$ cat src/hdl/fscd_pkg.sv
// shared constants, types and a helper function for the framed serial command decoder
// no dependencies
package fscd_pkg;

   // frame characters and command codes
   localparam logic [7:0] BYTE_OPEN  = 8'h24;  // '$'
   localparam logic [7:0] BYTE_CLOSE = 8'h23;  // '#'
   localparam logic [7:0] CMD_FREQ   = 8'h30;  // '0'
   localparam logic [7:0] CMD_THRESH = 8'h31;  // '1'

   // write position saturates here
   localparam int INDEX_LIMIT = 128;
   localparam int INDEX_W     = $clog2(INDEX_LIMIT + 1);

   // only the first five positions are ever decoded
   localparam int STORE_DEPTH = 5;
   localparam int STORE_AW    = $clog2(STORE_DEPTH);

   localparam int BYTE_W   = 8;
   localparam int FREQ_W   = 7;
   localparam int THRESH_W = 14;
   localparam int CSR_W    = 14;
   localparam int VALUE_W  = 19;
   localparam int DIGIT_W  = 9;

   localparam logic [FREQ_W-1:0]   FREQ_MIN_RESET   = FREQ_W'(20);
   localparam logic [FREQ_W-1:0]   FREQ_MAX_RESET   = FREQ_W'(40);
   localparam logic [THRESH_W-1:0] THRESH_MAX_RESET = THRESH_W'(1000);

   localparam logic signed [VALUE_W-1:0] K10   = VALUE_W'(10);
   localparam logic signed [VALUE_W-1:0] K100  = VALUE_W'(100);
   localparam logic signed [VALUE_W-1:0] K1000 = VALUE_W'(1000);

   typedef enum logic [1:0] {
      CSR_FREQ_MIN   = 2'd0,
      CSR_FREQ_MAX   = 2'd1,
      CSR_THRESH_MAX = 2'd2,
      CSR_UNUSED     = 2'd3
   } csr_index_type;

   // signed (byte - 48), widened to the result width
   function automatic logic signed [VALUE_W-1:0] digit_value(input logic [BYTE_W-1:0] b);
      logic signed [DIGIT_W-1:0] d;
      d = $signed({1'b0, b}) - $signed(DIGIT_W'(48));
      return VALUE_W'(d);
   endfunction

endpackage

$ cat src/hdl/framed_serial_command_decoder.sv
// top level of the framed serial command decoder
// depends on fscd_pkg
//
// usage:
//   req channel carries one received serial byte per request (req_rx_byte).
//   '$' restarts the write position and opens a message, '#' closes an open
//   message and decodes it, every other byte goes to the write position,
//   which saturates at the index limit; only the first five positions are kept.
//   rsp channel carries one decoded command per closing '#' whose command byte
//   is '0' (frequency, two digits) or '1' (threshold, four digits), with a
//   range flag checked against the csr limits.
//   result: registered, shown in the cycle after the closing request is taken.
//   throughput: one request per cycle while req_stall is low; the whole decode
//   sits between the request handshake and the result register.
//   stall: a held result blocks new requests only while rsp_stall is high,
//   so req_stall is the result register being full and stalled.
//   reset: synchronous, clears the message state, the stored bytes, the
//   result valid flag and loads the default limits 20, 40 and 1000.
//   csr writes are taken any cycle and are meant for idle periods.
module framed_serial_command_decoder (
   input  logic                                clock,
   input  logic                                reset,
   // request channel
   input  logic                                req_valid,
   output logic                                req_stall,
   input  logic [fscd_pkg::BYTE_W-1:0]         req_rx_byte,
   // result channel
   output logic                                rsp_valid,
   input  logic                                rsp_stall,
   output logic                                rsp_command_kind,
   output logic signed [fscd_pkg::VALUE_W-1:0] rsp_decoded_value,
   output logic                                rsp_in_range,
   // configuration port
   input  logic                                csr_write_enable,
   input  logic [1:0]                          csr_index,
   input  logic [fscd_pkg::CSR_W-1:0]          csr_write_data
);

   // limit registers
   logic [fscd_pkg::FREQ_W-1:0]   freq_min_ff;
   logic [fscd_pkg::FREQ_W-1:0]   freq_max_ff;
   logic [fscd_pkg::THRESH_W-1:0] thresh_max_ff;

   // message state and byte store
   logic                           in_message_ff, in_message_in;
   logic [fscd_pkg::INDEX_W-1:0]   write_index_ff, write_index_in;
   logic [fscd_pkg::BYTE_W-1:0]    store_ff [fscd_pkg::STORE_DEPTH];
   logic                           store_write;

   // result register
   logic                                rsp_valid_ff, rsp_valid_in;
   logic                                rsp_kind_ff, rsp_kind_in;
   logic signed [fscd_pkg::VALUE_W-1:0] rsp_value_ff, rsp_value_in;
   logic                                rsp_range_ff, rsp_range_in;

   logic accept;
   logic is_open;
   logic is_close;
   logic close_hit;
   logic result_hit;

   logic signed [fscd_pkg::VALUE_W-1:0] d1, d2, d3, d4;
   logic signed [fscd_pkg::VALUE_W-1:0] freq_value;
   logic signed [fscd_pkg::VALUE_W-1:0] thresh_value;
   logic                                freq_ok;
   logic                                thresh_ok;
   fscd_pkg::csr_index_type             csr_sel;

   // the result register is the only thing that can hold a request back
   assign req_stall = rsp_valid_ff & rsp_stall;
   assign accept    = req_valid & ~req_stall;

   assign is_open   = (req_rx_byte == fscd_pkg::BYTE_OPEN);
   assign is_close  = (req_rx_byte == fscd_pkg::BYTE_CLOSE);
   assign close_hit = accept & is_close & in_message_ff;

   // data bytes advance the position until it saturates
   assign store_write = accept & ~is_open & ~is_close
                        & (write_index_ff < fscd_pkg::INDEX_W'(fscd_pkg::INDEX_LIMIT));

   always_comb begin
      in_message_in  = in_message_ff;
      write_index_in = write_index_ff;
      if (accept && is_open) begin
         in_message_in  = 1'b1;
         write_index_in = '0;
      end else if (close_hit) begin
         in_message_in = 1'b0;
      end else if (store_write) begin
         write_index_in = write_index_ff + fscd_pkg::INDEX_W'(1);
      end
   end

   // digits from the stored command bytes
   assign d1 = fscd_pkg::digit_value(store_ff[1]);
   assign d2 = fscd_pkg::digit_value(store_ff[2]);
   assign d3 = fscd_pkg::digit_value(store_ff[3]);
   assign d4 = fscd_pkg::digit_value(store_ff[4]);

   assign freq_value   = d1 * fscd_pkg::K10 + d2;
   assign thresh_value = d1 * fscd_pkg::K1000 + d2 * fscd_pkg::K100
                         + d3 * fscd_pkg::K10 + d4;

   assign freq_ok = (freq_value >= $signed(fscd_pkg::VALUE_W'(freq_min_ff)))
                    && (freq_value <= $signed(fscd_pkg::VALUE_W'(freq_max_ff)));
   assign thresh_ok = ~thresh_value[fscd_pkg::VALUE_W-1]
                      && (thresh_value <= $signed(fscd_pkg::VALUE_W'(thresh_max_ff)));

   // pick the command; anything else closes without a result
   always_comb begin
      result_hit   = 1'b0;
      rsp_kind_in  = 1'b0;
      rsp_value_in = freq_value;
      rsp_range_in = freq_ok;
      case (store_ff[0])
         fscd_pkg::CMD_FREQ: begin
            result_hit = close_hit;
         end
         fscd_pkg::CMD_THRESH: begin
            result_hit   = close_hit;
            rsp_kind_in  = 1'b1;
            rsp_value_in = thresh_value;
            rsp_range_in = thresh_ok;
         end
         default: begin
            result_hit = 1'b0;
         end
      endcase
   end

   always_comb begin
      rsp_valid_in = rsp_valid_ff;
      if (result_hit) begin
         rsp_valid_in = 1'b1;
      end else if (!rsp_stall) begin
         rsp_valid_in = 1'b0;
      end
   end

   assign csr_sel = fscd_pkg::csr_index_type'(csr_index);

   // limit registers
   always_ff @(posedge clock) begin
      if (reset) begin
         freq_min_ff   <= fscd_pkg::FREQ_MIN_RESET;
         freq_max_ff   <= fscd_pkg::FREQ_MAX_RESET;
         thresh_max_ff <= fscd_pkg::THRESH_MAX_RESET;
      end else if (csr_write_enable) begin
         unique case (csr_sel)
            fscd_pkg::CSR_FREQ_MIN:   freq_min_ff   <= csr_write_data[fscd_pkg::FREQ_W-1:0];
            fscd_pkg::CSR_FREQ_MAX:   freq_max_ff   <= csr_write_data[fscd_pkg::FREQ_W-1:0];
            fscd_pkg::CSR_THRESH_MAX: thresh_max_ff <= csr_write_data;
            default: ;
         endcase
      end
   end

   // message state and store, store cleared at reset
   always_ff @(posedge clock) begin
      if (reset) begin
         in_message_ff  <= 1'b0;
         write_index_ff <= '0;
         for (int i = 0; i < fscd_pkg::STORE_DEPTH; i++) begin
            store_ff[i] <= '0;
         end
      end else begin
         in_message_ff  <= in_message_in;
         write_index_ff <= write_index_in;
         if (store_write
             && write_index_ff < fscd_pkg::INDEX_W'(fscd_pkg::STORE_DEPTH)) begin
            store_ff[write_index_ff[fscd_pkg::STORE_AW-1:0]] <= req_rx_byte;
         end
      end
   end

   // result register
   always_ff @(posedge clock) begin
      if (reset) begin
         rsp_valid_ff <= 1'b0;
      end else begin
         rsp_valid_ff <= rsp_valid_in;
      end
   end

   always_ff @(posedge clock) begin
      if (result_hit) begin
         rsp_kind_ff  <= rsp_kind_in;
         rsp_value_ff <= rsp_value_in;
         rsp_range_ff <= rsp_range_in;
      end
   end

   assign rsp_valid         = rsp_valid_ff;
   assign rsp_command_kind  = rsp_kind_ff;
   assign rsp_decoded_value = rsp_value_ff;
   assign rsp_in_range      = rsp_range_ff;

endmodule

$ cat config.mk
export PLATFORM = sky130hd
export DESIGN_NAME = framed_serial_command_decoder
export DESIGN_NICKNAME = d
export VERILOG_FILES = /design/src/hdl/fscd_pkg.sv /design/src/hdl/framed_serial_command_decoder.sv
export SDC_FILE = /design/constraint.sdc
export NUM_CORES = 1
export LEC_CHECK = 0
export BUFFER_PORTS_ARGS = -buffer_cell sky130_fd_sc_hd__buf_2
export CAP_MARGIN = 20
export CELL_PAD_IN_SITES_DETAIL_PLACEMENT = 1
export CELL_PAD_IN_SITES_GLOBAL_PLACEMENT = 1
export CORE_MARGIN = 2
export CORE_UTILIZATION = 54
export CTS_BUF_LIST = sky130_fd_sc_hd__clkbuf_4 sky130_fd_sc_hd__clkbuf_8
export DETAILED_ROUTE_END_ITERATION = 6
export PLACE_DENSITY = 0.86
export RECOVER_POWER = 50
export REMOVE_ABC_BUFFERS = 1
export SLEW_MARGIN = 30
export SYNTH_ARGS = -nofsm -noshare
export SYNTH_HDL_FRONTEND = slang
export SYNTH_SLANG_ARGS = --single-unit
$ cat constraint.sdc
create_clock -name clock -period 17.14 [get_ports clock]
set_input_delay 0 -clock clock [delete_from_list [all_inputs] [get_ports clock]]
set_output_delay 0 -clock clock [all_outputs]
set_load 0.01 [all_outputs]
==> results of run 1 <==
-- worst min path at each step --
stage,endpoint
2_1_floorplan,thresh_max_ff[0]
6_report,store_ff[1][7]
3_3_place_gp,thresh_max_ff[9]
3_5_place_dp,thresh_max_ff[9]
4_1_cts,store_ff[0][7]
5_1_grt,store_ff[0][7]
-- metrics by stage --
stage	hold slack [ps]	cells	setup WS, ps	util [%]	area [µm²]
global route	19.2	1365	8500	60.0	10900
CTS	4.96	1365	9030	60.3	10900
detailed placement	206	1330	9020	58.1	10500
global placement	203	1330	9460	58.1	10500
finish	17.2	1365	8980	60.0	10900
floorplan	69.1	1046	9600	-	9940
-- cells in the mapped netlist, drive strengths merged (2+ instances only) --
cell type and count:
inv 166, ha 158, nand2 74, fa 70
nor2 69, a21oi 65, edfxtp 61, xnor2 46
and2 38, dfxtp 38, o21ai 38, xor2 35
nand2b 17, nand3 17, a21o 16, nor3 16
clkbuf 15, o21a 11, nor2b 10, a211oi 9
nor4 9, a211o 8, nand4 8, or3 8
mux2i 7, o21bai 6, or2 5, o31ai 4
a31oi 3, and3 3, mux2 3, nor3b 3
o2111ai 3, o211ai 3, nand3b 2, o211a 2
o22ai 2
-- worst max-delay path: cells and delay by family, from the launching register on --
family                   cells  cell delay [ps]
buffers and inverters        5              400
AO/OA/AOI/OAI                8             1590
XOR/XNOR                     3              970
adder cells (fa/ha/maj)      8             3790
AND/OR/NAND/NOR              4              620
flip-flops                   1              540
-- cell families after synthesis --
logic type	after synthesis	share of synthesized area (%)
buf+inv	182	6.84
mux	10	1.04
other cells	1	0.0375
fa+ha+maj	228	33.8
flops	99	25.9
xor+xnor	81	7.09
simple gates	284	14.0
compound gates	177	11.3
-- registers in the layout (all words and copies together) (netlist names) --
signal and flops:
rsp_valid 1, store_ff 40, thresh_max_ff 14, rsp_in_range 1, write_index_ff 8, rsp_decoded_value 19
freq_min_ff 7, rsp_command_kind 1, freq_max_ff 7, in_message_ff 1
-- cells in the final DEF, fill, tap and decap left out, drive strengths merged, types with 17 or more instances in the layout --
cell type | netlist | final
inv | 166 | 170
ha | 158 | 158
nand2 | 74 | 74
fa | 70 | 70
nor2 | 69 | 69
a21oi | 65 | 65
edfxtp | 61 | 61
xnor2 | 46 | 46
dfxtp | 38 | 38
o21ai | 38 | 38
and2 | 38 | 38
clkbuf | 15 | 38
xor2 | 35 | 35
buf | 1 | 27
dlygate4sd3 | 0 | 19
nand2b | 17 | 17
nand3 | 17 | 17
-- cell type report --
type                       count  share of cell area, %
clock buffer                  10                   1.27
clock inverter                 6                  0.496
inverter                     166                   5.74
multi-input combinational    781                   62.0
sequential                    99                   23.9
tap                          229                   2.64
timing repair buffer          74                   4.01
-- per-layer routing --
layer,routed length [µm],up-vias,share of wire [%],track usage (%)
li1,-,3689,-,-
met1,11400,3825,42,34.6
met2,14000,182,51,53.3
met3,982,72,3.6,4.00
met4,1030,0,3.7,12.0
met5,0,-,0,0
==> results.cfg, run 1 <==
[layout]
nets = 1388
antenna_cells = 0
fillCellCount = 2113
drive_above_1_share_pct = 5.19
multi_input_area_um2 = 6720
area_growth_syn_to_layout_pct = 8.49
seq_area_um2 = 2590

[logic_synthesis]
ys_top_cells_by_area = ha_1, edfxtp_1, fa_1, dfxtp_1, inv_1
synth_top_area_share_pct = 19.8
synth_top_area_cell = ha_1
synth_cell_types = 55
synth_edf_count = 61
ys_seq_area_share_pct = 25.9
yosys_warnings = 0
syn_area_per_cell_um2 = 9.42
synthArstFlopShare_pct = 0
ys_ff_latch = 99
synth-main-ff-cell = edfxtp_1
syn_inst = 1062
syn_area_um2 = 10000

[clocking]
cts_tree = built
cts_resized = 0
numCtsBuffers = 9
h-tree-depth = 3
clockBufferDepth = 2
cts_hold_buf = 19
clk_pin_slew_ps = 120
clock_latency_ps = 400
cts.sinks = 99
cts_setup_buffers = 0
root_buffer = clkbuf_8

[critical_path]
cp.arrival_ps = 8320
worstSetupEndpoint = rsp_in_range
start_kind = flop
critPathMaxStageDelay_ps = 600
criticalPathCategory = flop to flop
crit_top_cell = fa_1
r2r_cells = 28
reg2reg_from = store_ff[1][5]
crit_start = store_ff[1][5]
ff2ff_setup_slack_ps = 8980
crit_fanout = 7
cp-end-kind = flop
reg2reg_to = rsp_in_range
required_ps = 17300
cp_slowest_cell = xor2_1

[route]
drt_iter0_markers = 400
dr_total_vias = 7768
wirelength_mm = 27.4
firstDrtPassIters = 7
avgRoutedWirePerCell_um = 20.1
routed_via_density = 5.69
drc = 2
postRouteAntennaNets = 0

[global_routing]
grt_pass1_wl_mm = 45.0
antenna_found_initial = 0
gr-total-overflow = 0
grt_pass1_vias = 8844
grt_max_degree = 38
globalRouteTotalUtil_pct = 29.2

[sta]
rsz0062_at_grt = false
tightest_slew_ps = 1510
fmax_mhz = 123
relSlewSlack_pct = -0.477
final.setup.tns_ps = 0
fin_skew_ps = 24.6
hold_viol = 0
fin_crit_sh_pct = 47.6
final-setup-viol-count = 0
drv_slew = 22
fin_crit_ps = 8160

[die]
die_h_um = 140
die_w_um = 140
io_pins = 52
num_rows = 49
core_area_um2 = 18100
die-area_um2 = 19600
initial_core_util_pct = 55.3

[place]
gp_congestion = 0.839
post-dp-hpwl_mm = 22.6
portBuffers = 51

[flow_run]
max-cap-violations = 1

[worst_hold_path]
hold_depth = 2
hp-class = input port to flop
worstHoldStart = req_rx_byte[7]

[status]
violations = design-rule violations, max-capacitance violations, max-slew violations
outcome = finished, violations left
Power of run 1 is left out: the tool's default activity adds up to more than one toggle a clock period on the data nets, which glitch-free logic cannot reach.
==> run 2: changes to the inputs <==
CORE_UTILIZATION = 51   (was 54)
PLACE_DENSITY = 0.82   (was 0.86)
clock period = 8.1 ns   (was 17.14 ns; I/O delays follow)
==> results.cfg, run 2 (same netlist as run 1, synthesis figures left out) <==
[die]
core_area_um2 = 19300
die-area_um2 = 20800
die_h_um = 144
io_pins = 52
die_w_um = 144
initial_core_util_pct = 51.7
num_rows = 51

[sta]
fin_crit_sh_pct = 94.1
drv_slew = 0
final-setup-viol-count = 0
fmax_mhz = 131
final.setup.tns_ps = 0
fin_ws_ps = 481
fin_skew_ps = 20.8
rsz0062_at_grt = false
fin_crit_ps = 7620
hold_viol = 0
relSlewSlack_pct = 11.4
tightest_slew_ps = 1330

[place]
post-dp-hpwl_mm = 21.0
gp_congestion = 0.836
preCtsSetupSlack_ps = 390
portBuffers = 51
dpl_cell_area_um2 = 10600

[critical_path]
required_ps = 8250
cp-end-kind = flop
critPathMaxStageDelay_ps = 560
criticalPathCategory = flop to flop
crit_buf_inv = 7
crit_fanout = 6
cp_slowest_cell = fa_1
cp.arrival_ps = 7770
start_kind = flop
crit_family = adder cells

[worst_hold_path]
hp-class = input port to flop

[route]
dr_total_vias = 7531
firstDrtPassIters = 4
routed_via_density = 5.37
drc = 0
avgRoutedWirePerCell_um = 18.3
drt_iter0_markers = 264
wirelength_mm = 25.6
postRouteAntennaNets = 0

[clocking]
cts.sinks = 99
clockBufferDepth = 2
root_buffer = clkbuf_8
clk_pin_slew_ps = 120
h-tree-depth = 3
cts_tree = built
numCtsBuffers = 9
clock_latency_ps = 400

[layout]
final_util_pct = 56.5
nets = 1389
stdcell_area_um2 = 10900
layout_common_cells = inv_1, ha_1, nand2_1, fa_1, nor2_1
antenna_cells = 0
largest_register_ffs = 40
top_register = store_ff
drive_above_1_share_pct = 5.80
final_common_cell = inv_1
area_growth_syn_to_layout_pct = 9.18

[flow_run]
max-cap-violations = 0

[global_routing]
grt_pass1_vias = 8174
grt_max_degree = 38
globalRouteTotalUtil_pct = 25.9
antenna_found_initial = 0
grt_pass1_wl_mm = 41.6
gr-total-overflow = 0

[status]
outcome = completed
run 2: cell types whose count changed in the layout (fill, tap and decap cells not counted), moves of 2 or more:
cell	delta
buf_4	+4
dlygate4sd3_1	-2
xor2_1	-2
xor2_2	+2
run 2: worst reg2reg max path: cells and delay by family, from the launching register on:
| kind | cells | cell delay (ps) |
|---|---|---|
| AOI/OAI and AO/OA | 7 | 1180 |
| xor gates and xnor gates | 5 | 830 |
| and+or+nand+nor | 1 | 120 |
| DFF | 1 | 490 |
| adders and majority gates | 9 | 4060 |
| buffers and inverters | 7 | 710 |
run 2: layout make-up:
| class | instances | area [µm²] |
|---|---|---|
| fillers | 2271 | 8410 |
| multi-input cells | 781 | 6740 |
| flip-flops and latches | 99 | 2590 |
| inverters | 166 | 623 |
| repair buffers | 75 | 442 |
| well taps | 265 | 332 |
| clock buffers | 11 | 145 |
| clock inverters | 5 | 45.0 |
run 2: final timing paths:
path	to	cells after the start	from	slack, ps
worst max register to register	rsp_in_range	29	store_ff[1][4]	480
worst min-delay path	store_ff[3][6]	2	req_rx_byte[6]	5
worst min register to register	thresh_max_ff[11]	2	thresh_max_ff[11]	460
worst max-delay path	rsp_in_range	29	store_ff[1][4]	480
run 2: routing by layer:
layer  wire (µm)  vias up  share of wire [%]  global-route usage [%]
met4         456        0                1.8                    6.19
met5           0        -                  0                       0
li1            -     3704                  -                       -
met1       11600     3709                 45                    33.4
met3         629       27                2.5                    2.81
met2       12900       91                 50                    46.7
run 2: stage by stage:
step,instances,hold WS (ps)
finish,1402,4.91
global route,1402,21.3
CTS,1400,5.70
detailed placement,1367,210
global placement,1367,205
floorplan,1046,69.1
run 2: timing repair:
action	in CTS	in global routing
gates resized for setup	0	3
hold buffers	17	0
setup buffers	0	2
hold endpoints to repair	33	0
setup endpoints to repair	0	2
Power of run 2 is left out for the same reason.
==> run 3: changes to the inputs <==
HOLD_SLACK_MARGIN = 0.08   (was unset)
MAX_ROUTING_LAYER = met4   (was unset)
REMOVE_ABC_BUFFERS = unset   (was 1)
==> results.cfg, run 3 (same netlist as run 1, synthesis figures left out) <==
[logic_synthesis]
syn-num-nets = 1319

[sta]
hold_viol = 0
final-setup-viol-count = 0
final.setup.tns_ps = 0
relSlewSlack_pct = 9.14
drv_slew = 0
fin_crit_sh_pct = 94.6
fmax_mhz = 131
rsz0062_at_grt = false
tightest_slew_ps = 1360
fin_crit_ps = 7660
fin_skew_ps = 20.0

[die]
die_h_um = 144
io_pins = 52
initial_core_util_pct = 51.7
die-area_um2 = 20800
die_w_um = 144
core_area_um2 = 19300
num_rows = 51

[global_routing]
gr-total-overflow = 0
grt_pass1_vias = 8247
globalRouteTotalUtil_pct = 27.4
grt_max_degree = 38
grt_pass1_wl_mm = 42.6
antenna_found_initial = 0

[worst_hold_path]
hp-class = input port to flop

[status]
outcome = completed

[route]
drc = 0
dr_total_vias = 7638
avgRoutedWirePerCell_um = 18.3
routed_via_density = 5.43
firstDrtPassIters = 4
drt_iter0_markers = 278
postRouteAntennaNets = 0
wirelength_mm = 25.8

[place]
portBuffers = 51
post-dp-hpwl_mm = 21.5
gp_congestion = 0.856

[clocking]
cts_tree = built
clockBufferDepth = 2
numCtsBuffers = 9
cts.sinks = 99
clk_pin_slew_ps = 120
cts_setup_buffers = 0
h-tree-depth = 3
root_buffer = clkbuf_8
clock_latency_ps = 400

[layout]
drive_above_1_share_pct = 5.43
fillCellCount = 2237
final_common_cell = inv_1
multi_input_area_um2 = 6730
seq_area_um2 = 2590
layout_common_cells = inv_1, ha_1, nand2_1, fa_1, nor2_1
antenna_cells = 0
largest_register_ffs = 40
top_register = store_ff
area_growth_syn_to_layout_pct = 9.88
nets = 1394

[critical_path]
cp.arrival_ps = 7820
crit_top_cell = inv_1
cp-end-kind = flop
critPathMaxStageDelay_ps = 540
criticalPathCategory = flop to flop
start_kind = flop
required_ps = 8260
crit_fanout = 6
cp_slowest_cell = fa_1

[flow_run]
max-cap-violations = 0
==> run 3: cell type report <==
cell class,count,area share [%]
flip-flops and latches,99,23.6
clock inverters,7,0.842
multi-input cells,781,61.2
clock buffers,9,1.13
repair buffers,80,4.52
inverters,166,5.67
well taps,265,3.02
==> run 3: routing by layer <==
layer / share of wire, % / global-route usage, % / up-vias / wire length [µm]
li1: - / - / 3716 / -
met1: 45 / 33.5 / 3758 / 11500
met2: 50 / 48.2 / 122 / 12900
met3: 2.7 / 3.01 / 42 / 705
met4: 2.3 / 7.74 / 0 / 588
met5: 0 / - / - / 0
==> run 3: repair_timing <==
| action | CTS | global route |
|---|---|---|
| hold buffers | 24 | 0 |
| gates resized for setup | 0 | 1 |
| endpoints found under the setup margin | 0 | 2 |
| hold endpoints to repair | 66 | 0 |
==> run 3: critical path, delay by kind of cell, from the launching register on <==
family / cells / cell delay, ps
xor+xnor: 6 / 960
flops: 1 / 510
simple gates: 1 / 120
compound gates: 9 / 1570
fa+ha+maj: 8 / 3690
buf+inv: 7 / 570
==> run 3: path summary, 6_finish.rpt <==
path / start / end / slack [ps] / cells past startpoint
worst max-delay path: store_ff[1][4] / rsp_in_range / 440 / 31
worst min-delay path: reset / freq_max_ff[2] / 130 / 2
worst max register to register: store_ff[1][4] / rsp_in_range / 440 / 31
worst min register to register: thresh_max_ff[1] / thresh_max_ff[1] / 470 / 2
==> run 3: through the flow <==
stage / instance area, µm² / worst slack, ps / instances / util [%] / hold slack [ps]
final: 11000 / 437 / 1407 / 56.8 / 127
after global routing: 11000 / 21.7 / 1407 / 56.8 / 158
after floorplan: 10000 / 565 / 1062 / - / 118
after detailed placement: 10600 / 381 / 1367 / 54.7 / 209
after global placement: 10600 / 719 / 1367 / 54.7 / 203
after CTS: 11000 / 361 / 1407 / 57.0 / 126
Power of run 3 is left out for the same reason.
